$ cat config.mk
export PLATFORM = sky130hd
export DESIGN_NAME = alarm_aggregator_with_suppression_top
export DESIGN_NICKNAME = d
export VERILOG_FILES = /design/src/rtl/alag_pkg.sv /design/src/rtl/alarm_aggregator_with_suppression_top.sv /design/src/rtl/alag_ram.sv
export SDC_FILE = /design/constraint.sdc
export NUM_CORES = 1
export LEC_CHECK = 0
export BUFFER_PORTS_ARGS = -buffer_cell sky130_fd_sc_hd__buf_2
export CELL_PAD_IN_SITES_DETAIL_PLACEMENT = 0
export CELL_PAD_IN_SITES_GLOBAL_PLACEMENT = 1
export CORE_MARGIN = 1.5
export CORE_UTILIZATION = 53
export CTS_CLUSTER_DIAMETER = 60
export DETAILED_ROUTE_END_ITERATION = 8
export GPL_TIMING_DRIVEN = 0
export PLACE_DENSITY_LB_ADDON = 0.1
export SLEW_MARGIN = 20
export SYNTH_ARGS = -nofsm -noshare
export SYNTH_HDL_FRONTEND = slang
export SYNTH_SLANG_ARGS = --single-unit
$ cat constraint.sdc
create_clock -name clk -period 6.3 [get_ports clk]
set_input_delay 0.63 -clock clk [delete_from_list [all_inputs] [get_ports clk]]
set_output_delay 0.63 -clock clk [all_outputs]
set_load 0.1 [all_outputs]
$ cat src/rtl/alag_pkg.sv
// Shared types and codes of the alarm aggregator.
`default_nettype none

package alag_pkg;

    localparam int IDX_W   = 4;
    localparam int LEVEL_W = 2;
    localparam int MTO_W   = 16;
    // wide enough for LOWEST_LEVEL + 1 for any LOWEST_LEVEL up to 14
    localparam int TOP_W   = 4;

    localparam logic [2:0] OP_REGISTER  = 3'd0;
    localparam logic [2:0] OP_SET       = 3'd1;
    localparam logic [2:0] OP_SUPPRESS  = 3'd2;
    localparam logic [2:0] OP_GET       = 3'd3;
    localparam logic [2:0] OP_CHECK_ALL = 3'd4;
    localparam logic [2:0] OP_TICK      = 3'd5;

    typedef struct packed {
        logic [2:0]         opcode;
        logic [IDX_W-1:0]   alarm_index;
        logic [LEVEL_W-1:0] level;
        logic               holds_watchdog;
        logic [MTO_W-1:0]   mute_timeout;
    } cmd_t;

    typedef struct packed {
        logic               alarm_is_set;
        logic               any_active;
        logic [LEVEL_W-1:0] top_level;
        logic               watchdog_hold;
    } result_t;

endpackage

`default_nettype wire

$ cat src/rtl/alarm_aggregator_with_suppression_top.sv
// Top level of the alarm aggregator: command sequencer around the alarm entry memory.
//
// One command is taken when start is high and busy is low; its result is shown
// on result for exactly one cycle with done high, and must be captured then, as
// there is no way to hold it off. Register, set, suppress, get, tick and the
// unused opcodes do one read of the entry memory, then the update. check_all
// walks the entry memory one alarm per cycle through its single read port.
// A new command may be given in the cycle that done is high. No memory
// clearing pass is needed after reset.
`default_nettype none

module alarm_aggregator_with_suppression_top
    import alag_pkg::*;
#(
    parameter int NUM_ALARMS    = 16,
    parameter int LOWEST_LEVEL  = 2,
    parameter int TIMEOUT_WIDTH = 16
) (
    input  wire logic    clk,
    input  wire logic    rst_n,
    input  wire logic    start,
    output logic         busy,
    input  wire cmd_t    cmd,
    output logic         done,
    output result_t      result
);

    localparam int IW     = (NUM_ALARMS > 1) ? $clog2(NUM_ALARMS) : 1;
    localparam int TW     = TIMEOUT_WIDTH;
    localparam int MS_W   = 32;
    localparam int TMO_LO = MS_W;
    localparam int HOLD_B = TMO_LO + TW;
    localparam int LVL_LO = HOLD_B + 1;
    localparam int ENT_W  = LVL_LO + LEVEL_W;
    localparam logic [IW-1:0]    LAST_IDX = IW'(NUM_ALARMS - 1);
    localparam logic [TOP_W-1:0] TOP_NONE = TOP_W'(LOWEST_LEVEL + 1);

    localparam logic [1:0] ST_IDLE = 2'd0;
    localparam logic [1:0] ST_EXEC = 2'd1;
    localparam logic [1:0] ST_SCAN = 2'd2;

    logic [1:0]            state_reg, state_next;
    logic [IW-1:0]         scan_reg, scan_next;
    logic [31:0]           now_reg, now_next;
    logic [NUM_ALARMS-1:0] registered_reg, registered_next;
    logic [NUM_ALARMS-1:0] active_reg, active_next;
    logic [NUM_ALARMS-1:0] muted_reg, muted_next;
    logic                  done_reg, done_next;
    result_t               result_reg, result_next;
    cmd_t                  cmd_reg, cmd_next;
    logic                  any_reg, any_next;
    logic                  wd_reg, wd_next;
    logic [TOP_W-1:0]      top_reg, top_next;

    logic             ram_we;
    logic [IW-1:0]    ram_waddr;
    logic [ENT_W-1:0] ram_wdata;
    logic [IW-1:0]    ram_raddr;
    logic [ENT_W-1:0] ram_rdata;

    logic [31:0]   in_idx32, cmd_idx32, tmo32, elapsed;
    logic [IW-1:0] in_addr, cmd_addr;
    logic          cmd_ok, running, last_scan;
    logic [TOP_W-1:0] ent_level;

    alag_ram #(
        .WIDTH (ENT_W),
        .DEPTH (NUM_ALARMS)
    ) u_entry_ram (
        .clk   (clk),
        .we    (ram_we),
        .waddr (ram_waddr),
        .wdata (ram_wdata),
        .raddr (ram_raddr),
        .rdata (ram_rdata)
    );

    assign in_idx32  = 32'(cmd.alarm_index);
    assign cmd_idx32 = 32'(cmd_reg.alarm_index);
    assign in_addr   = in_idx32[IW-1:0];
    assign cmd_addr  = cmd_idx32[IW-1:0];
    assign cmd_ok    = cmd_idx32 < 32'(NUM_ALARMS);
    assign tmo32     = 32'(cmd_reg.mute_timeout);
    assign last_scan = (scan_reg == LAST_IDX);

    // suppression still running for the entry on the read port
    assign elapsed   = now_reg - ram_rdata[MS_W-1:0];
    assign running   = elapsed < 32'(ram_rdata[TMO_LO +: TW]);
    assign ent_level = TOP_W'(ram_rdata[LVL_LO +: LEVEL_W]);

    // Commands run strictly one after another and every write lands before
    // the next command's read is issued, so no forwarding is needed.
    always_comb
    begin
        state_next      = state_reg;
        scan_next       = scan_reg;
        now_next        = now_reg;
        registered_next = registered_reg;
        active_next     = active_reg;
        muted_next      = muted_reg;
        done_next       = 1'b0;
        result_next     = result_reg;
        cmd_next        = cmd_reg;
        any_next        = any_reg;
        wd_next         = wd_reg;
        top_next        = top_reg;
        ram_we          = 1'b0;
        ram_waddr       = cmd_addr;
        ram_wdata       = ram_rdata;
        ram_raddr       = '0;

        case (state_reg)
            ST_IDLE:
            begin
                if (cmd.opcode != OP_CHECK_ALL)
                begin
                    ram_raddr = in_addr;
                end
                if (start)
                begin
                    cmd_next  = cmd;
                    scan_next = '0;
                    any_next  = 1'b0;
                    wd_next   = 1'b0;
                    top_next  = TOP_NONE;
                    state_next = (cmd.opcode == OP_CHECK_ALL) ? ST_SCAN : ST_EXEC;
                end
            end

            ST_EXEC:
            begin
                result_next = '0;
                done_next   = 1'b1;
                state_next  = ST_IDLE;
                case (cmd_reg.opcode)
                    OP_REGISTER:
                    begin
                        if (cmd_ok)
                        begin
                            registered_next[cmd_addr] = 1'b1;
                            active_next[cmd_addr]     = 1'b0;
                            muted_next[cmd_addr]      = 1'b0;
                            ram_we    = 1'b1;
                            ram_wdata = {cmd_reg.level, cmd_reg.holds_watchdog,
                                         tmo32[TW-1:0], 32'd0};
                        end
                    end
                    OP_SET:
                    begin
                        if (cmd_ok && registered_reg[cmd_addr]
                            && !(muted_reg[cmd_addr] && running))
                        begin
                            muted_next[cmd_addr]  = 1'b0;
                            active_next[cmd_addr] = 1'b1;
                        end
                    end
                    OP_SUPPRESS:
                    begin
                        if (cmd_ok && registered_reg[cmd_addr])
                        begin
                            muted_next[cmd_addr]  = 1'b1;
                            active_next[cmd_addr] = 1'b0;
                            ram_we    = 1'b1;
                            ram_wdata = {ram_rdata[ENT_W-1:MS_W], now_reg};
                        end
                    end
                    OP_GET:
                    begin
                        result_next.alarm_is_set = cmd_ok && registered_reg[cmd_addr]
                                                   && active_reg[cmd_addr];
                    end
                    OP_TICK:
                    begin
                        now_next = now_reg + 32'd1;
                    end
                    default:
                    begin
                    end
                endcase
            end

            ST_SCAN:
            begin
                ram_raddr = last_scan ? '0 : scan_reg + IW'(1);
                if (registered_reg[scan_reg])
                begin
                    // expired suppressions are released as the scan passes
                    if (muted_reg[scan_reg] && !running)
                    begin
                        muted_next[scan_reg] = 1'b0;
                    end
                    if (active_reg[scan_reg])
                    begin
                        any_next = 1'b1;
                        wd_next  = wd_reg | ram_rdata[HOLD_B];
                        if (ent_level < top_reg)
                        begin
                            top_next = ent_level;
                        end
                    end
                end
                if (last_scan)
                begin
                    result_next               = '0;
                    result_next.any_active    = any_next;
                    result_next.top_level     = top_next[LEVEL_W-1:0];
                    result_next.watchdog_hold = wd_next;
                    done_next  = 1'b1;
                    state_next = ST_IDLE;
                end
                else
                begin
                    scan_next = scan_reg + IW'(1);
                end
            end

            default:
            begin
                state_next = ST_IDLE;
            end
        endcase
    end

    always_ff @(posedge clk or negedge rst_n)
    begin
        if (!rst_n)
        begin
            state_reg      <= ST_IDLE;
            scan_reg       <= '0;
            now_reg        <= '0;
            registered_reg <= '0;
            active_reg     <= '0;
            muted_reg      <= '0;
            done_reg       <= 1'b0;
        end
        else
        begin
            state_reg      <= state_next;
            scan_reg       <= scan_next;
            now_reg        <= now_next;
            registered_reg <= registered_next;
            active_reg     <= active_next;
            muted_reg      <= muted_next;
            done_reg       <= done_next;
        end
    end

    always_ff @(posedge clk)
    begin
        result_reg <= result_next;
        cmd_reg    <= cmd_next;
        any_reg    <= any_next;
        wd_reg     <= wd_next;
        top_reg    <= top_next;
    end

    assign busy   = (state_reg != ST_IDLE);
    assign done   = done_reg;
    assign result = result_reg;

endmodule

`default_nettype wire

$ cat src/rtl/alag_ram.sv
// Generic single-port-write, single-port-read RAM with registered read data.
`default_nettype none

module alag_ram #(
    parameter int WIDTH = 8,
    parameter int DEPTH = 16
) (
    input  wire logic                                      clk,
    input  wire logic                                      we,
    input  wire logic [$clog2((DEPTH > 1) ? DEPTH : 2)-1:0] waddr,
    input  wire logic [WIDTH-1:0]                          wdata,
    input  wire logic [$clog2((DEPTH > 1) ? DEPTH : 2)-1:0] raddr,
    output logic      [WIDTH-1:0]                          rdata
);

    logic [WIDTH-1:0] mem [DEPTH];

    always_ff @(posedge clk)
    begin
        if (we)
        begin
            mem[waddr] <= wdata;
        end
        rdata <= mem[raddr];
    end

endmodule

`default_nettype wire

Word level (Yosys, flattened, before mapping)
Memory sizes are Yosys's and may differ from the RTL's. A register that Yosys moved wholly into a read port is not among the register bits. Cells that the tools add are included.

Memories: 1. Logic and storage cells: 152. Memory bits (writable): 816. Register bits: 124.

Multiplexer cells: 64. Bitwise logic cells: 9. Eq/ne operators: 23. $add $sub $neg: 3. Reductions and logical operators: 25. $lt $le $gt $ge: 7.

Memory list: u_entry_ram.mem (depth 16, width 51, read ports 1, clocked after memory_dff 1, write ports 1, RTL line alag_ram.sv:16) `logic [WIDTH-1:0] mem [DEPTH];`.

Operators with widths (number): 16-bit 2-to-1 mux (8); 51-bit 2-to-1 mux (2); 51-bit case mux with 2 select lines (1); 16-bit case mux with 3 select lines (2); 16-bit bitwise AND (3); 16-bit bitwise OR (3); 32-bit by 1-bit adder with 32-bit output (second input constant) (1); 32-bit by 16-bit < comparator with 1-bit output (1); 32-bit 2-to-1 mux (1); 4-bit 2-to-1 mux (8); 16-bit inverter (2); 16-bit case mux with 2 select lines (1); 32-bit subtractor (1); 1-bit binary-select mux with 4-bit select (6); 4-bit case mux with 2 select lines (3); 1-bit 2-to-1 mux (20); 2-bit != test (second input constant) (10); 4-bit by 5-bit < comparator with 1-bit output (second input constant) (3); 3-bit != test (second input constant) (4); 5-bit case mux with 2 select lines (1); 2-bit AND reduction (5); 5-bit AND reduction (2); 1-bit demux with 4-bit select (2); 4-bit by 1-bit greater-or-equal comparator with 1-bit output (second input constant) (2); 22 further kinds (39).

Depth between registers and ports, before layout
Gate-level depths: netlist of the first run.

Word-level depth: 9. Depth in mapped cells: 22. Gate-level depth less buffers: 21.

Modules after synthesis
Synthesis of the first run repeated with hierarchy kept, for this count alone.

Cell total of the unflattened synthesis: 2313. Area, all modules: 40602.7 um^2.

By module, submodules not included: alag_ram (cells an instance 1320, times used 1, area an instance 31617.8 um^2, seq. area each 25524.5 um^2); alarm_aggregator_with_suppression_top (cells an instance 993, times used 1, area an instance 8984.9 um^2, seq. area each 3228.1 um^2).

Worst setup path after synthesis of the first run
No wires, ideal clock.

Path type: register to register. Start: register cmd_reg (netlist bit cmd_addr[0]). End: memory u_entry_ram.mem[11][0] in the netlist's numbering (enable). Path buffers: 3. Required time: 5.839 ns. Slack: 1.896 ns. Setup time: 0.461 ns. Data arrival time: 3.943 ns. Cell stages (with the launch flop): 9. Cells stage by stage: edfxtp_1 -> buf_2 -> mux4_2 -> mux4_2 -> nand3_1 -> and2_1 -> clkbuf_1 -> buf_1 -> nor2_1.

Word-level cells in the longest chain between the ends: 8.

RTL lines: start: declaration (RTL line alarm_aggregator_with_suppression_top.sv:50) `cmd_t cmd_reg, cmd_next;`; start signal: assignment (RTL line alarm_aggregator_with_suppression_top.sv:251) `cmd_reg <= cmd_next;`; 1-bit binary-select mux with 4-bit select (RTL line alarm_aggregator_with_suppression_top.sv:159) `if (cmd_ok && registered_reg[cmd_addr])`; 1-bit 2-to-1 mux (implied by the code) (RTL line alarm_aggregator_with_suppression_top.sv:159); 1-bit logical AND (RTL line alarm_aggregator_with_suppression_top.sv:159); 1-bit 2-to-1 mux (RTL line alarm_aggregator_with_suppression_top.sv:159); 1-bit case mux with 2 select lines (RTL line alarm_aggregator_with_suppression_top.sv:135) `case (cmd_reg.opcode)`; 1-bit 2-to-1 mux (RTL line alarm_aggregator_with_suppression_top.sv:112) `case (state_reg)`; 1-bit 2-to-1 mux (RTL line alag_ram.sv:20) `if (we)`; 1-bit 2-to-1 mux (implied by the code) (RTL line alag_ram.sv:22) `mem[waddr] <= wdata;`; end: declaration (RTL line alag_ram.sv:16).

Parallel ways exist; a longest one is shown, timed or not. The select of a mux whose other input is x is not followed.

Worst setup path in the final report of the first run
Start: register scan_reg[0]. End: register u_entry_ram.rdata[0] (read register of u_entry_ram.mem).

Word-level cells in the longest chain between the ends: 3.

RTL lines: start: declaration (RTL line alarm_aggregator_with_suppression_top.sv:43) `logic [IW-1:0] scan_reg, scan_next;`; start signal: assignment (RTL line alarm_aggregator_with_suppression_top.sv:239) `scan_reg <= scan_next;`; 4-bit by 1-bit adder with 4-bit output or 4-bit equality test (tied branches) (RTL line alarm_aggregator_with_suppression_top.sv:184, alarm_aggregator_with_suppression_top.sv:84); 4-bit 2-to-1 mux * (RTL line alarm_aggregator_with_suppression_top.sv:184) `ram_raddr = last_scan ? '0 : scan_reg + IW'(1);`; 4-bit case mux with 2 select lines * (RTL line alarm_aggregator_with_suppression_top.sv:112); end: declaration (RTL line alag_ram.sv:13) `output logic [WIDTH-1:0] rdata`.

Every way passes the cells marked *; elsewhere a longest branch is shown, timed or not. A chain may end at the register's enable or synchronous reset.

==> results of run 1 <==
## cells in the final DEF, fill, tap and decap left out, types with 6 or more instances in the layout
cell and instances:
a211oi_1 262, a21o_1 25, a21oi_1 184, a22o_1 34, a311oi_1 102, a31oi_1 105
and2_1 211, and3_1 16, and4_1 6, buf_1 9, buf_12 22, buf_16 13
buf_2 50, bufinv_16 13, clkbuf_1 205, clkbuf_16 106, clkbuf_2 6, clkinv_1 15
clkinv_2 19, dfrtp_1 87, dfxtp_1 51, edfxtp_1 851, ha_1 55, inv_1 60
mux4_2 30, nand2_1 506, nand2b_1 6, nand3_1 31, nand4_1 16, nor2_1 70
nor2_4 16, nor2b_1 14, nor3_1 10, o21ai_0 38, o21ai_1 36, o21ai_2 9
o21bai_1 6, xnor2_1 36, xor2_1 19
## layout make-up
cell class | instances | share of cell area
timing repair buffer | 76 | 0.0216
multi-input combinational | 1916 | 0.254
inverter | 60 | 0.00470
tap | 1040 | 0.0271
sequential | 989 | 0.600
clock inverter | 62 | 0.0164
antenna | 2 | 0.000104
clock buffer | 132 | 0.0584
buffer | 216 | 0.0176
## cell families (layout without fill, tap and decap cells)
family	count (synthesis)	count (layout)	share of synthesized area
other cells	0	2	0
flops	989	989	0.687
buf+inv	276	546	0.0252
simple gates	924	924	0.103
mux	36	36	0.0178
compound gates	845	845	0.138
xor+xnor	55	55	0.0115
fa+ha+maj	56	56	0.0169
## where the power goes
| group | total, uW | internal (uW) | leakage (uW) | switching (uW) |
|---|---|---|---|---|
| Clock | 6320 | 3720 | 0.00175 | 2600 |
| Combinational | 4620 | 1260 | 0.00532 | 3350 |
| Sequential | 8410 | 8210 | 0.00928 | 200 |
| Total | 19300 | 13200 | 0.0163 | 6150 |
## routing by layer
layer / wire length, um / track usage
met5: 37 / 0
met4: 2670 / 0.0714
met3: 9670 / 0.0478
met2: 55200 / 0.466
met1: 50400 / 0.421
## worst max-delay path: stages (launching register included)
cell      delay [ns]
dfrtp_1         0.38
clkbuf_1        0.65
clkbuf_1        0.54
inv_1           0.16
ha_1            0.38
a22oi_1         0.42
clkbuf_2        0.69
clkbuf_1        0.85
clkbuf_1        0.72
nand2_1         0.12
a311oi_1        0.49
a21oi_1         0.09
a21oi_1         0.23
## worst paths after layout
kind	cells past startpoint	endpoint	slack, ns	from
min in group asynchronous	2	registered_reg[3]$_DFFE_PN0P_	0.39	rst_n
min	1	cmd_reg[1]$_DFFE_PP_	0.12	cmd[1]
max reg2reg	12	u_entry_ram.rdata[0]$_DFF_P_	0.46	scan_reg[0]$_DFFE_PN0P_
min reg2reg	1	registered_reg[9]$_DFFE_PN0P_	0.48	registered_reg[9]$_DFFE_PN0P_
max	12	u_entry_ram.rdata[0]$_DFF_P_	0.46	scan_reg[0]$_DFFE_PN0P_
max in group asynchronous	3	now_reg[20]$_DFFE_PN0P_	5.24	rst_n
## what timing repair did
item | CTS | global route
endpoints found under the hold margin | 26 | 0
hold buffers | 1 | 0
gates resized for setup | 0 | 0
## stage by stage
step           total power [uW]  instance area (um^2)  utilization  setup TNS (ns)  worst slack [ns]
5_1_grt                   20100                 47900        0.616               0             0.157
6_report                  19300                 47900        0.616               0             0.459
4_1_cts                   19300                 47900        0.615               0             0.504
3_3_place_gp              12900                 43300        0.556         -699.87             -1.16
2_1_floorplan             11200                 41800            -               0              1.90
3_5_place_dp              13000                 44300        0.569               0             0.554
==> run metrics, run 1 <==
WL final=118 mm; most common cell in the synthesized netlist=edfxtp_1; I/O pin total=36; crit path launch type=flip-flop; fin cells=4493; cell accounting for the most synthesized area=edfxtp_1; # rows=102; Core Area=0.0778 mm^2; Critical Path RT=6.88 ns; largest net degree at the start of global routing=62; type of destination of the critical path=flip-flop; Overall Global Routing Usage=0.292; clock period minus worst slack=5.84 ns; storage element area=0.0288 mm^2; Initial DRT Pass Iterations=6; Min Hold Slack=0.120 ns; Multi-input gate area=0.0122 mm^2; share of cells above drive strength 1=0.0956; global-route wire length before repair=175 mm; Max IR drop VDD=0.000277 V; number of I/O port buffers=35; Final Net Count=3448; dpl cells=4296; commonest cells in the netlist=edfxtp_1, nand2_1, a211oi_1, and2_1, clkbuf_1; Area Overhead vs Synth=14.6%; FILL cells=5926; crit path DAT=6.42 ns; synth top area cells=edfxtp_1, dfrtp_1, a211oi_1, nand2_1, and2_1; CTS tree=built; Die Ht=284 um; mapped cell area=0.0418 mm^2; FFs w/ async S/R, synth=0.0880; Max Transition Viols Final=0; final setup violating endpoints=0; sequential-to-total area share from yosys stat=0.687; P per Cell Area=403 mW/mm^2; Fmax=0.171 GHz; Lkg Pwr=0.0163 uW; Final HPWL DP=83.0 mm; Yosys reg bits=989; RSZ-0062 raised after global routing=false; outcome=finished clean; Syn Nets=3266; Max Root-Sink Buffers=3; share of the synthesized area in the top cell type=0.611; Hold Crit Class=in -> reg; DRT antenna net count=0; WS Path Type=reg -> reg; Initial Util=0.537; fin crit share=0.927; Cell variety after synth=71; synthesized area per cell=13.2 um^2; GR Overflow Total=0; CTS Sinks=989; die area=0.0806 mm^2; Slew HR=0.217; wire per inst=26.3 um; number of global-route vias before repair=27300; Synth Warn #=0; Clk pin slew, worst setup/hold paths=0.06 ns; Worst Path Max Fanout=10; Post CTS Setup Buffer Count=0; TritonCTS Buffers=104; detailed router's first-iteration violation count=3032; via count=27800; Mapped Cells=3181; H-tree levels=3; CTS root buf=clkbuf_16; Vias/cell=6.19; Worst-Margin Slew=1.17 ns; final hold violations=0; Max-cap violations=0; DRC viols=0; max reg flops=816; GPL Wtd Cong=0.946; number of antenna violations at the first check in global routing=5; clk_skew=0.0313 ns; Primary FF master, synth=edfxtp_1; Die W=284 um; worst-skew pair later-pin latency=0.68 ns; Post-synth EDFFs=851
Note: power is estimated with default switching activity, not from simulation.
==> run 2: changes to the inputs <==
ABC_AREA = 1   (was unset)
CORE_UTILIZATION = 52   (was 53)
==> run metrics, run 2 <==
TritonCTS Buffers=107 (was 104); Yosys reg bits=989 (unchanged); commonest non-fill, non-tap cells in the layout=edfxtp_1, o21ai_0, nand2_1 (was edfxtp_1, nand2_1, a211oi_1); # resized after CTS=0 (unchanged); Die W=290 um (was 284 um); sequential-to-total area share from yosys stat=0.672 (was 0.687); hold path cells=1 (unchanged); final instance area=0.0494 mm^2 (was 0.0479 mm^2); # rows=105 (was 102); Final HPWL DP=97.7 mm (was 83.0 mm); outcome=finished clean (unchanged); synthesized area per cell=11.5 um^2 (was 13.2 um^2); share of cells above drive strength 1=0.142 (was 0.0956); Max-cap violations=0 (unchanged); most common cell in the synthesized netlist=edfxtp_1 (unchanged); worst r2r src=now_reg[0]$_DFFE_PN0P_ (was scan_reg[0]$_DFFE_PN0P_); Max Root-Sink Buffers=3 (unchanged); CTS root buf=clkbuf_16 (unchanged); crit-path max cell delay=0.42 ns (was 0.85 ns); Worst R2R End=active_reg[12]$_DFFE_PN0P_ (was u_entry_ram.rdata[0]$_DFF_P_); Core Area=0.0817 mm^2 (was 0.0778 mm^2); DRT antenna net count=0 (unchanged); Mapped Cells=3708 (was 3181); critical path's most frequent cell=nand3_1 (was clkbuf_1); Cell variety after synth=55 (was 71); H-tree levels=3 (unchanged); type of destination of the critical path=flip-flop (unchanged); number of antenna violations at the first check in global routing=5 (unchanged); cell accounting for the most synthesized area=edfxtp_1 (unchanged); critical path launch point=now_reg[0]$_DFFE_PN0P_ (was scan_reg[0]$_DFFE_PN0P_); Slew HR=0.199 (was 0.217); largest net degree at the start of global routing=69 (was 62); FILL cells=6557 (was 5926); CTS Sinks=989 (unchanged); die area=0.0840 mm^2 (was 0.0806 mm^2); worst path cell trace=inv_1 > ha_1 > fa_1 > inv_1 > nand3_1 > nand3_1 > nand2_1 > nand3_1 > xor2_1 > ha_1 > a21oi_1 > nor2_1 > a211oi_1 > nand3_1 > nor2_1 > nand2_1 > nor2_1 > nand4_1 > nand2_1 > inv_1 > buf_4 > nand3_1 > a21oi_1 (was clkbuf_1 > clkbuf_1 > inv_1 > ha_1 > a22oi_1 > clkbuf_2 > clkbuf_1 > clkbuf_1 > nand2_1 > a311oi_1 > a21oi_1 > a21oi_1); Area Overhead vs Synth=15.6% (was 14.6%); Max IR drop VDD=0.000276 V (was 0.000277 V); commonest cells in the netlist=edfxtp_1, o21ai_0, nand2_1, nor2_1, inv_1 (was edfxtp_1, nand2_1, a211oi_1, and2_1, clkbuf_1); fin crit share=0.741 (was 0.927); hold path startpoint=cmd[9] (was cmd[1]); Worst path slowest cell=a211oi_1 (was clkbuf_1); Initial Util=0.524 (was 0.537); Worst-Margin Slew=1.20 ns (was 1.17 ns); mapped cell area=0.0428 mm^2 (was 0.0418 mm^2); number of global-route vias before repair=30000 (was 27300); CTS tree=built (unchanged); Vias/cell=6.12 (was 6.19); Cell Area, Placed=0.0458 mm^2 (was 0.0443 mm^2); final hold violations=0 (unchanged); clk_skew=0.0546 ns (was 0.0313 ns); Reg2Reg Depth=23 (was 12); r2r setup slk=1.63 ns (was 0.46 ns); Worst Path Max Fanout=10 (unchanged); number of I/O port buffers=35 (unchanged); Overall Global Routing Usage=0.331 (was 0.292); GR Overflow Total=0 (unchanged); Initial DRT Pass Iterations=8 (was 6); crit path DAT=5.19 ns (was 6.42 ns); DRC viols=0 (unchanged); P per Cell Area=433 mW/mm^2 (was 403 mW/mm^2); Final Net Count=3997 (was 3448); synth top area cells=edfxtp_1, o21ai_0, dfrtp_1, nand2_1, o221ai_1 (was edfxtp_1, dfrtp_1, a211oi_1, nand2_1, and2_1); Pwr Total=21400 uW (was 19300 uW); commonest non-fill, non-tap cell in the layout=edfxtp_1 (unchanged); FFs w/ async S/R, synth=0.0880 (unchanged); final setup violating endpoints=0 (unchanged); setup_tns=0 ns (unchanged); Syn Nets=3793 (was 3266); GPL Wtd Cong=0.915 (was 0.946); via count=31100 (was 27800); Lkg Pwr=0.0178 uW (was 0.0163 uW); Hold Crit Class=in -> reg (unchanged); Max Transition Viols Final=0 (unchanged); share of the synthesized area in the top cell type=0.597 (was 0.611); WS Path Type=reg -> reg (unchanged); Critical Path RT=6.82 ns (was 6.88 ns); wire per inst=27.7 um (was 26.3 um); Clk pin slew, worst setup/hold paths=0.06 ns (about the same); Post CTS Setup Buffer Count=0 (unchanged); detailed router's first-iteration violation count=3760 (was 3032); WHS Endpoint=cmd_reg[9]$_DFFE_PP_ (was cmd_reg[1]$_DFFE_PP_); Primary FF master, synth=edfxtp_1 (unchanged); crit path launch type=flip-flop (unchanged); global-route wire length before repair=202 mm (was 175 mm); Die Ht=290 um (was 284 um); clock period minus worst slack=4.67 ns (was 5.84 ns); worst-skew pair later-pin latency=0.70 ns (was 0.68 ns); Post-synth EDFFs=851 (unchanged); WL final=141 mm (was 118 mm); I/O pin total=36 (unchanged); Fmax=0.214 GHz (was 0.171 GHz); Synth Warn #=0 (unchanged); max reg flops=816 (unchanged); RSZ-0062 raised after global routing=false (unchanged)
## run 2: logic make-up (layout without fill, tap and decap cells)
| family | Yosys count | in the layout | synth area share |
|---|---|---|---|
| AO/OA/AOI/OAI | 864 | 864 | 0.123 |
| XOR/XNOR | 45 | 45 | 0.00921 |
| adder cells (fa/ha/maj) | 56 | 56 | 0.0166 |
| buffers and inverters | 530 | 827 | 0.0490 |
| flip-flops | 989 | 989 | 0.672 |
| multiplexers | 4 | 4 | 0.00105 |
| other | 0 | 3 | 0 |
| AND/OR/NAND/NOR | 1220 | 1220 | 0.129 |
## run 2: worst max-delay path by stage
stage          cells past startpoint                               end  slack, ns
3_5_place_dp                      11   u_entry_ram.mem[1][4]$_DFFE_PP_       1.44
6_report                          23        active_reg[12]$_DFFE_PN0P_       1.63
2_1_floorplan                      9  u_entry_ram.mem[11][0]$_DFFE_PP_       2.13
4_1_cts                           11  u_entry_ram.mem[12][4]$_DFFE_PP_       1.42
5_1_grt                           23        active_reg[12]$_DFFE_PN0P_       1.30
3_3_place_gp                       9  u_entry_ram.mem[8][24]$_DFFE_PP_      -2.08
## run 2: layout make-up
type                            instances  area [um^2]  area share
Clock buffer                          138         2830      0.0573
Timing Repair Buffer                   95         1460      0.0295
Inverter                              324         1220      0.0246
Clock inverter                         64          679      0.0137
Multi-Input combinational cell       2189        12300       0.248
Sequential cell                       989        28800       0.581
Antenna cell                            3         7.51    0.000152
Tap cell                             1070         1340      0.0271
Buffer                                206          885      0.0179
## run 2: what timing repair did
item / in CTS / in global routing
endpoints found under the hold margin: 19 / 0
setup endpoints to repair: 0 / 0
hold buffers: 1 / 0
## run 2: metrics by stage
stage / hold slack [ns] / setup slack [ns] / utilization / cells
detailed placement: 0.471 / 1.44 / 0.561 / 4872
global route: 0.0935 / 1.30 / 0.605 / 5075
global placement: 0.458 / -2.08 / 0.542 / 4813
CTS: 0.0818 / 1.42 / 0.604 / 5075
floorplan: 0.334 / 2.13 / - / 3708
finish: 0.103 / 1.63 / 0.605 / 5078
## run 2: where the power goes
part,switching (uW),internal (uW)
combinational,4990,1580
sequential,163,8400
clock,2640,3640
total,7790,13600
## run 2: routing by layer
metal  wire length, um  up-vias  GRT usage
met4              4900        4      0.123
li1                  -    13700          -
met3             14600      289     0.0647
met2             64400     1694      0.517
met1             56600    15300      0.464
met5                23        -          0
## run 2: critical path: cells and delay by family (launching register included)
| family | cells | cell delay (ns) |
|---|---|---|
| xor+xnor | 1 | 0.23 |
| compound gates | 3 | 0.63 |
| fa+ha+maj | 3 | 0.74 |
| flops | 1 | 0.39 |
| simple gates | 12 | 1.84 |
| buf+inv | 4 | 0.70 |
